==> config.mk <==
export PLATFORM = sky130hd
export DESIGN_NAME = baro_div
export DESIGN_NICKNAME = d
export VERILOG_FILES = /design/src/hdl/baro_div.sv
export SDC_FILE = /design/constraint.sdc
export NUM_CORES = 2
export LEC_CHECK = 0
export ABC_AREA = 1
export BUFFER_PORTS_ARGS = -buffer_cell sky130_fd_sc_hd__buf_2
export CORE_ASPECT_RATIO = 1.2
export CORE_MARGIN = 2
export CORE_UTILIZATION = 60
export CTS_CLUSTER_DIAMETER = 50
export DETAILED_ROUTE_END_ITERATION = 12
export PLACE_DENSITY_LB_ADDON = 0.05
export SETUP_SLACK_MARGIN = 0.15
export SLEW_MARGIN = 20
export SYNTH_ARGS = -nofsm -noshare
export SYNTH_HDL_FRONTEND = slang
export SYNTH_SLANG_ARGS = --single-unit
==> constraint.sdc <==
create_clock -name clk -period 5.2 [get_ports clk]
set_input_delay 0.26 -clock clk [delete_from_list [all_inputs] [get_ports clk]]
set_output_delay 0.26 -clock clk [all_outputs]
set_load 0.05 [all_outputs]
==> src/hdl/baro_div.sv <==
// ----------------------------------------------------------------------------
// baro_div: pipelined unsigned divider
// Restoring division, STEP quotient bits per register stage, one request
// per cycle, side data travels with each request.
// ----------------------------------------------------------------------------
module baro_div #(
  parameter int NUM_W  = 32,
  parameter int DEN_W  = 17,
  parameter int STEP   = 2,
  parameter int SIDE_W = 1
) (
  input  logic              clk,
  input  logic              rst,
  input  logic              in_valid,
  input  logic [NUM_W-1:0]  in_num,
  input  logic [DEN_W-1:0]  in_den,
  input  logic [SIDE_W-1:0] in_side,
  output logic              out_valid,
  output logic [NUM_W-1:0]  out_quot,
  output logic [SIDE_W-1:0] out_side
);

  localparam int STAGES = (NUM_W + STEP - 1) / STEP;
  localparam int TOT_W  = STAGES * STEP;

  // numerator bits shift out the top while quotient bits shift in below
  logic              vld  [STAGES+1];
  logic [TOT_W-1:0]  nq   [STAGES+1];
  logic [DEN_W-1:0]  rem  [STAGES+1];
  logic [DEN_W-1:0]  dreg [STAGES+1];
  logic [SIDE_W-1:0] sreg [STAGES+1];

  assign vld[0]  = in_valid;
  assign nq[0]   = TOT_W'(in_num);
  assign rem[0]  = '0;
  assign dreg[0] = in_den;
  assign sreg[0] = in_side;

  for (genvar s = 0; s < STAGES; s++) begin : g_stage
    logic [TOT_W-1:0] nq_next;
    logic [DEN_W-1:0] rem_next;

    always_comb begin
      logic [DEN_W:0] trial;
      logic [DEN_W:0] diff;
      logic           qb;
      nq_next  = nq[s];
      rem_next = rem[s];
      for (int k = 0; k < STEP; k++) begin
        trial = {rem_next, nq_next[TOT_W-1]};
        diff  = trial - {1'b0, dreg[s]};
        qb    = (trial >= {1'b0, dreg[s]});
        rem_next = qb ? diff[DEN_W-1:0] : trial[DEN_W-1:0];
        nq_next  = {nq_next[TOT_W-2:0], qb};
      end
    end

    always_ff @(posedge clk) begin
      if (rst) begin
        vld[s+1] <= 1'b0;
      end else begin
        vld[s+1] <= vld[s];
      end
      nq[s+1]   <= nq_next;
      rem[s+1]  <= rem_next;
      dreg[s+1] <= dreg[s];
      sreg[s+1] <= sreg[s];
    end
  end

  assign out_valid = vld[STAGES];
  assign out_quot  = nq[STAGES][NUM_W-1:0];
  assign out_side  = sreg[STAGES];

endmodule

* Word level (Yosys, flattened, before mapping)
Cells that the tools add are included.
** Operators by class
- Equality and inequality tests :: 0
- Add/subtract/negate cells :: 31
- Reductions and logical operators :: 0
- Magnitude comparators :: 32
- Bitwise gates (word level) :: 0
- Multiply operators :: 0
- Shifts and indexed selects :: 0
- Div/mod/pow operators :: 0
- Multiplexer cells :: 31
** Operators with widths (count)
- $ge A18 B17 Y1 :: 31
- $mux W17 :: 31
- $sub A17 B17 Y17 :: 30
- $ge A1 B17 Y1 :: 1
- $sub A1 B17 Y17 :: 1
** Word-level totals
- Bits in writable memories :: 0
- Logic and storage cells :: 172
- Output and inout port bits :: 34
- Register bits :: 1054
- Memory bits (read-only) :: 0
- Latch bits :: 0
- Memories :: 0
- Input bits :: 53

* Longest topological paths before layout
- Word-level depth :: 4
- Depth in mapped cells :: 32
- Gate-level depth less buffers :: 28

* Worst setup path before layout
Ideal clock, no wire load.
- Kind :: reg2reg
- Start point :: reg nq[319] (netlist bit)
- End point :: reg rem[142] (netlist bit)
- Library setup time :: 0.117 ns
- Setup slack :: 1.798 ns
- Path buffers :: 4
- Period minus slack after synthesis :: 3.402 ns
- Arrival time :: 3.285 ns
- Stages on the path, launching flop included :: 31
- Data required time :: 5.083 ns
- Cell sequence :: dfxtp_1 -> inv_1 -> ha_1 -> inv_1 -> fa_1 -> nand2_1 -> nand3_1 -> nand2_1 -> nand2_2 -> nand2_2 -> nand2_2 -> buf_6 -> inv_4 -> buf_6 -> nand2_1 -> o21ai_2 -> ha_1 -> buf_2 -> nand2_1 -> nand2_1 -> nand2_1 -> nand3_1 -> nand2_1 -> nand2_1 -> nand2_1 -> nand2_1 -> nand2_1 -> nand2_2 -> buf_4 -> o21bai_1 -> nand2_1
** Between the ends
- Word-level cells in the longest chain between the ends :: 4
- Elaborated cells between the ends (all ways) :: 6
- Classes of those cells :: add/sub: 2; order compare: 2; mux: 2
** RTL lines
- start, declared :: line 28 : logic [TOT_W-1:0] nq [STAGES+1];
- start signal, assigned by index :: line 64 : nq[s+1] <= nq_next;
- $ge A18 B17 Y1 * :: line 52 : qb = (trial >= {1'b0, dreg[s]});
- via g_stage[7].nq_next[1] :: line 40 : logic [TOT_W-1:0] nq_next;
- $mux W17 * :: line 53 : rem_next = qb ? diff[DEN_W-1:0] : trial[DEN_W-1:0];
- $sub A17 B17 Y17 / $ge A18 B17 Y1 (equally long branches) :: line 51, 52
- $mux W17 * :: line 53
- via g_stage[7].rem_next[6] :: line 41 : logic [DEN_W-1:0] rem_next;
- end signal, assigned by index :: line 65 : rem[s+1] <= rem_next;
- end, declared :: line 29 : logic [DEN_W-1:0] rem [STAGES+1];
Mark *: on every way through the listed nets, which the timed path passes. The rest lies on a longest branch.
A chain may end at the register's enable or synchronous reset.

* Worst setup path in the final report
- Start point :: reg dreg[79] (netlist bit)
- End point :: reg rem[61] (netlist bit)
** Between the ends
- Word-level cells in the longest chain between the ends :: 4
- Elaborated cells between the ends (all ways) :: 6
- Classes of those cells :: add/sub: 2; order compare: 2; mux: 2
** RTL lines
- start, declared :: line 30 : logic [DEN_W-1:0] dreg [STAGES+1];
- start signal, assigned by index :: line 66 : dreg[s+1] <= dreg[s];
- $ge A18 B17 Y1 / $sub A17 B17 Y17 (equally long branches) :: line 52, 51
- $mux W17 :: line 53
- $sub A17 B17 Y17 / $ge A18 B17 Y1 (equally long branches) :: line 51, 52
- $mux W17 * :: line 53
- via g_stage[12].rem_next[10] :: line 41
Marks and branches as above.

==> impl_metrics.toml <==
[synth]
synth_top_cell_by_area = "dfxtp_1"
yosys.area.top_type_share_pct = 35.8
avgSynthCellArea_um2 = 7.13
synth-warning-count = 0
syn_inst = 8274
synth_nets = 8886
yosysUniqueCellTypes = 47
syn-cell-area_mm2 = 0.0590
ys_ff_latch = 1054
synthTopCellsByArea = "dfxtp_1, nand2_1, ha_1"
seq_area_frac_synth_pct = 35.8

[routing]
num_vias = 50900
routed_wl_mm = 152
firstDrtPassIters = 8
drt-initial-drc-count = 3147
drc_errors = 0
ant_nets = 0
wl_per_cell_um = 15.6
routed_via_density = 5.21

[setup_path]
rrSetupSlack_ps = 560
slowest_stage = "o21ai_0"
crit_type = "flip-flop to flip-flop"
reg2reg_depth = 26
cp_common_cell = "nand2_1"
path_max_fanout = 23
rr_endpoint = "rem[61]"
crit_buf_inv = 3
worst-path-stages = 26
crit_family = "simple AND/OR/NAND/NOR gates"
worstPathRequired_ps = 5850
cp-start-kind = "flip-flop"
rr_startpoint = "dreg[79]"
arrival_ps = 5290
crit_start = "dreg[79]"
worstSetupEndpoint = "rem[61]"
critPathCaptureType = "flip-flop"
critical-path-max-stage-delay_ps = 470

[floorplan]
initial_utilization_pct = 60.7
fp.coreArea_mm2 = 0.0971
rows = 125
boundaryPins = 87
die_x_um = 290
dieArea_mm2 = 0.101
die_y_um = 347

[clocking]
clk-insertion-delay-late_ps = 730
ctsRootBufferMaster = "clkbuf_16"
h-tree-depth = 3
clockBufferDepth = 3
cts.sinks = 1054
cts_tree = "built"
clkTransAtPathRegs_ps = 60
cts_inserted_buffers = 112

[sta]
fin_ws_ps = 560
rsz0062_at_grt = "false"
fin_crit_sh_pct = 89.2
period_needed_ps = 4640
maxSlewViolCount = 0
hold_viol_final = 0
tns_ps = 0
skew_ps = 30.6
worstMarginPinSlew_ps = 720
setup_violations = 0
relSlewSlack_pct = 51.9
max_freq_mhz = 215

[cells_and_area]
syn_to_final_growth_pct = 9.59
drive_gt1_share_pct = 6.17
n_antenna_cell = 0
fin_nets = 9015
num-fill-cells = 8707
stdcell_area_mm2 = 0.0646
final_util_pct = 66.5

[grt]
met3_usage_pct = 3.10
gr-usage-met1_pct = 36.4
overflow = 0
grtUsageMet2_pct = 53.2
grt_pass1_vias = 48900
grt_max_degree = 26
grt_use_total_pct = 29.9
grt_busiest_layer = "met2"
grt_first_pass_wirelength_mm = 246
antenna_found_initial = 0

[flow_run]
cap_violations = 0

[place]
place_ws_ps = 533
portBuffers = 86
gp_routability_congestion = 0.975
dp_hpwl_mm = 122
dpl_cell_area_mm2 = 0.0601

[power_and_ir_drop]
power-per-cell-area_mw_per_mm2 = 731
max-vdd-ir-drop_uv = 449
leakage_nw = 35.2

[run_status]
status = "completed"

[min_path]
worstHoldPathType = "primary input to flip-flop"
stage by stage:
stage	hold slack, ps	power [mW]	instances
finish	102	47.2	9768
global route	152	51.5	9768
CTS	55.5	47.1	9766
detailed placement	312	38.7	9505
global placement	310	38.3	9505
floorplan	288	33.0	8274
layer usage:
layer	share of wire [%]	vias to the layer above
li1	-	26400
met1	43	22900
met2	48	1231
met3	4.3	365
met4	4.3	0
met5	0	-
worst min path at each step:
stage / start / depth (start not counted) / slack (ps) / endpoint
after CTS: in_num[31] / 5 / 60 / rem[256]
final: in_num[31] / 5 / 100 / rem[256]
after floorplan: in_den[0] / 0 / 290 / dreg[255]
after global placement: g_stage[2].nq_next[5] / 0 / 310 / g_stage[3].nq_next[7]
after detailed placement: g_stage[9].nq_next[18] / 0 / 310 / g_stage[10].nq_next[20]
after global routing: in_num[31] / 5 / 150 / rem[256]
logic make-up after synthesis:
family,synth area share (%)
adder cells (fa/ha/maj),12.2
buffers and inverters,8.66
XOR/XNOR,3.42
AND/OR/NAND/NOR,30.6
AO/OA/AOI/OAI,9.34
flip-flops,35.8
power breakdown:
part / internal (mW) / switching, mW
Clock: 4.79 / 3.42
Combinational: 10.4 / 17.8
Sequential: 9.78 / 0.940
Total: 25.0 / 22.2
layout by cell type, fill, tap and decap left out, drive strengths merged, types with 2 or more instances in the layout:
cell type / instances
nor2: 428
nand4: 33
nand2b: 3
o21bai: 259
o21ai: 233
a21o: 9
buf: 97
o211ai: 2
nand3: 433
dlygate4sd3: 52
nor4: 25
inv: 1127
fa: 30
a21boi: 6
clkbuf: 141
a21oi: 407
nor3: 66
and2: 20
clkinvlp: 8
bufinv: 8
nand3b: 114
dfxtp: 1054
xnor2: 198
clkinv: 36
or2: 81
ha: 529
xor2: 32
nand2: 3046
a31oi: 15
Yosys cell counts, drive strengths merged:
master / instances
nand2: 3046
inv: 1111
dfxtp: 1054
ha: 529
nand3: 433
nor2: 428
a21oi: 407
o21bai: 259
o21ai: 233
xnor2: 198
buf: 126
nand3b: 114
or2: 81
nor3: 66
nand4: 33
xor2: 32
fa: 30
nor4: 25
and2: 20
a31oi: 15
a21o: 9
clkbuf: 8
a21boi: 6
nand2b: 3
o211ai: 2
a211oi: 1
a41oi: 1
and2b: 1
and3: 1
nor2b: 1
o31ai: 1
sequential cells by signal, summed over array words and instances, names as in the netlist:
| signal | flops |
|---|---|
| dreg | 255 |
| g_stage.$4.trial | 15 |
| g_stage.nq_next | 450 |
| nq | 15 |
| out_quot | 32 |
| out_side | 1 |
| out_valid | 1 |
| rem | 255 |
| sreg | 15 |
| vld | 15 |
final cells by class:
class | count | area [µm²] | share of cell area [%]
clock buffer | 141 | 3160 | 4.89
multi-input combinational | 5975 | 32800 | 50.7
inverter | 1111 | 4180 | 6.47
clock inverter | 68 | 791 | 1.22
sequential | 1054 | 21100 | 32.7
timing repair buffer | 149 | 1050 | 1.62
tap | 1270 | 1590 | 2.46
worst min-delay path, stage by stage:
cell	delay, ps
buf_2	100
inv_1	60
o21ai_0	160
nand3_1	120
nand2_1	70
what timing repair did:
item	in CTS	in global routing
endpoints found under the hold margin	65	0
hold buffers	52	0
endpoints found under the setup margin	0	26
resized for setup	0	1
buffers inserted	0	2
Note: power is estimated with default switching activity, not from simulation.
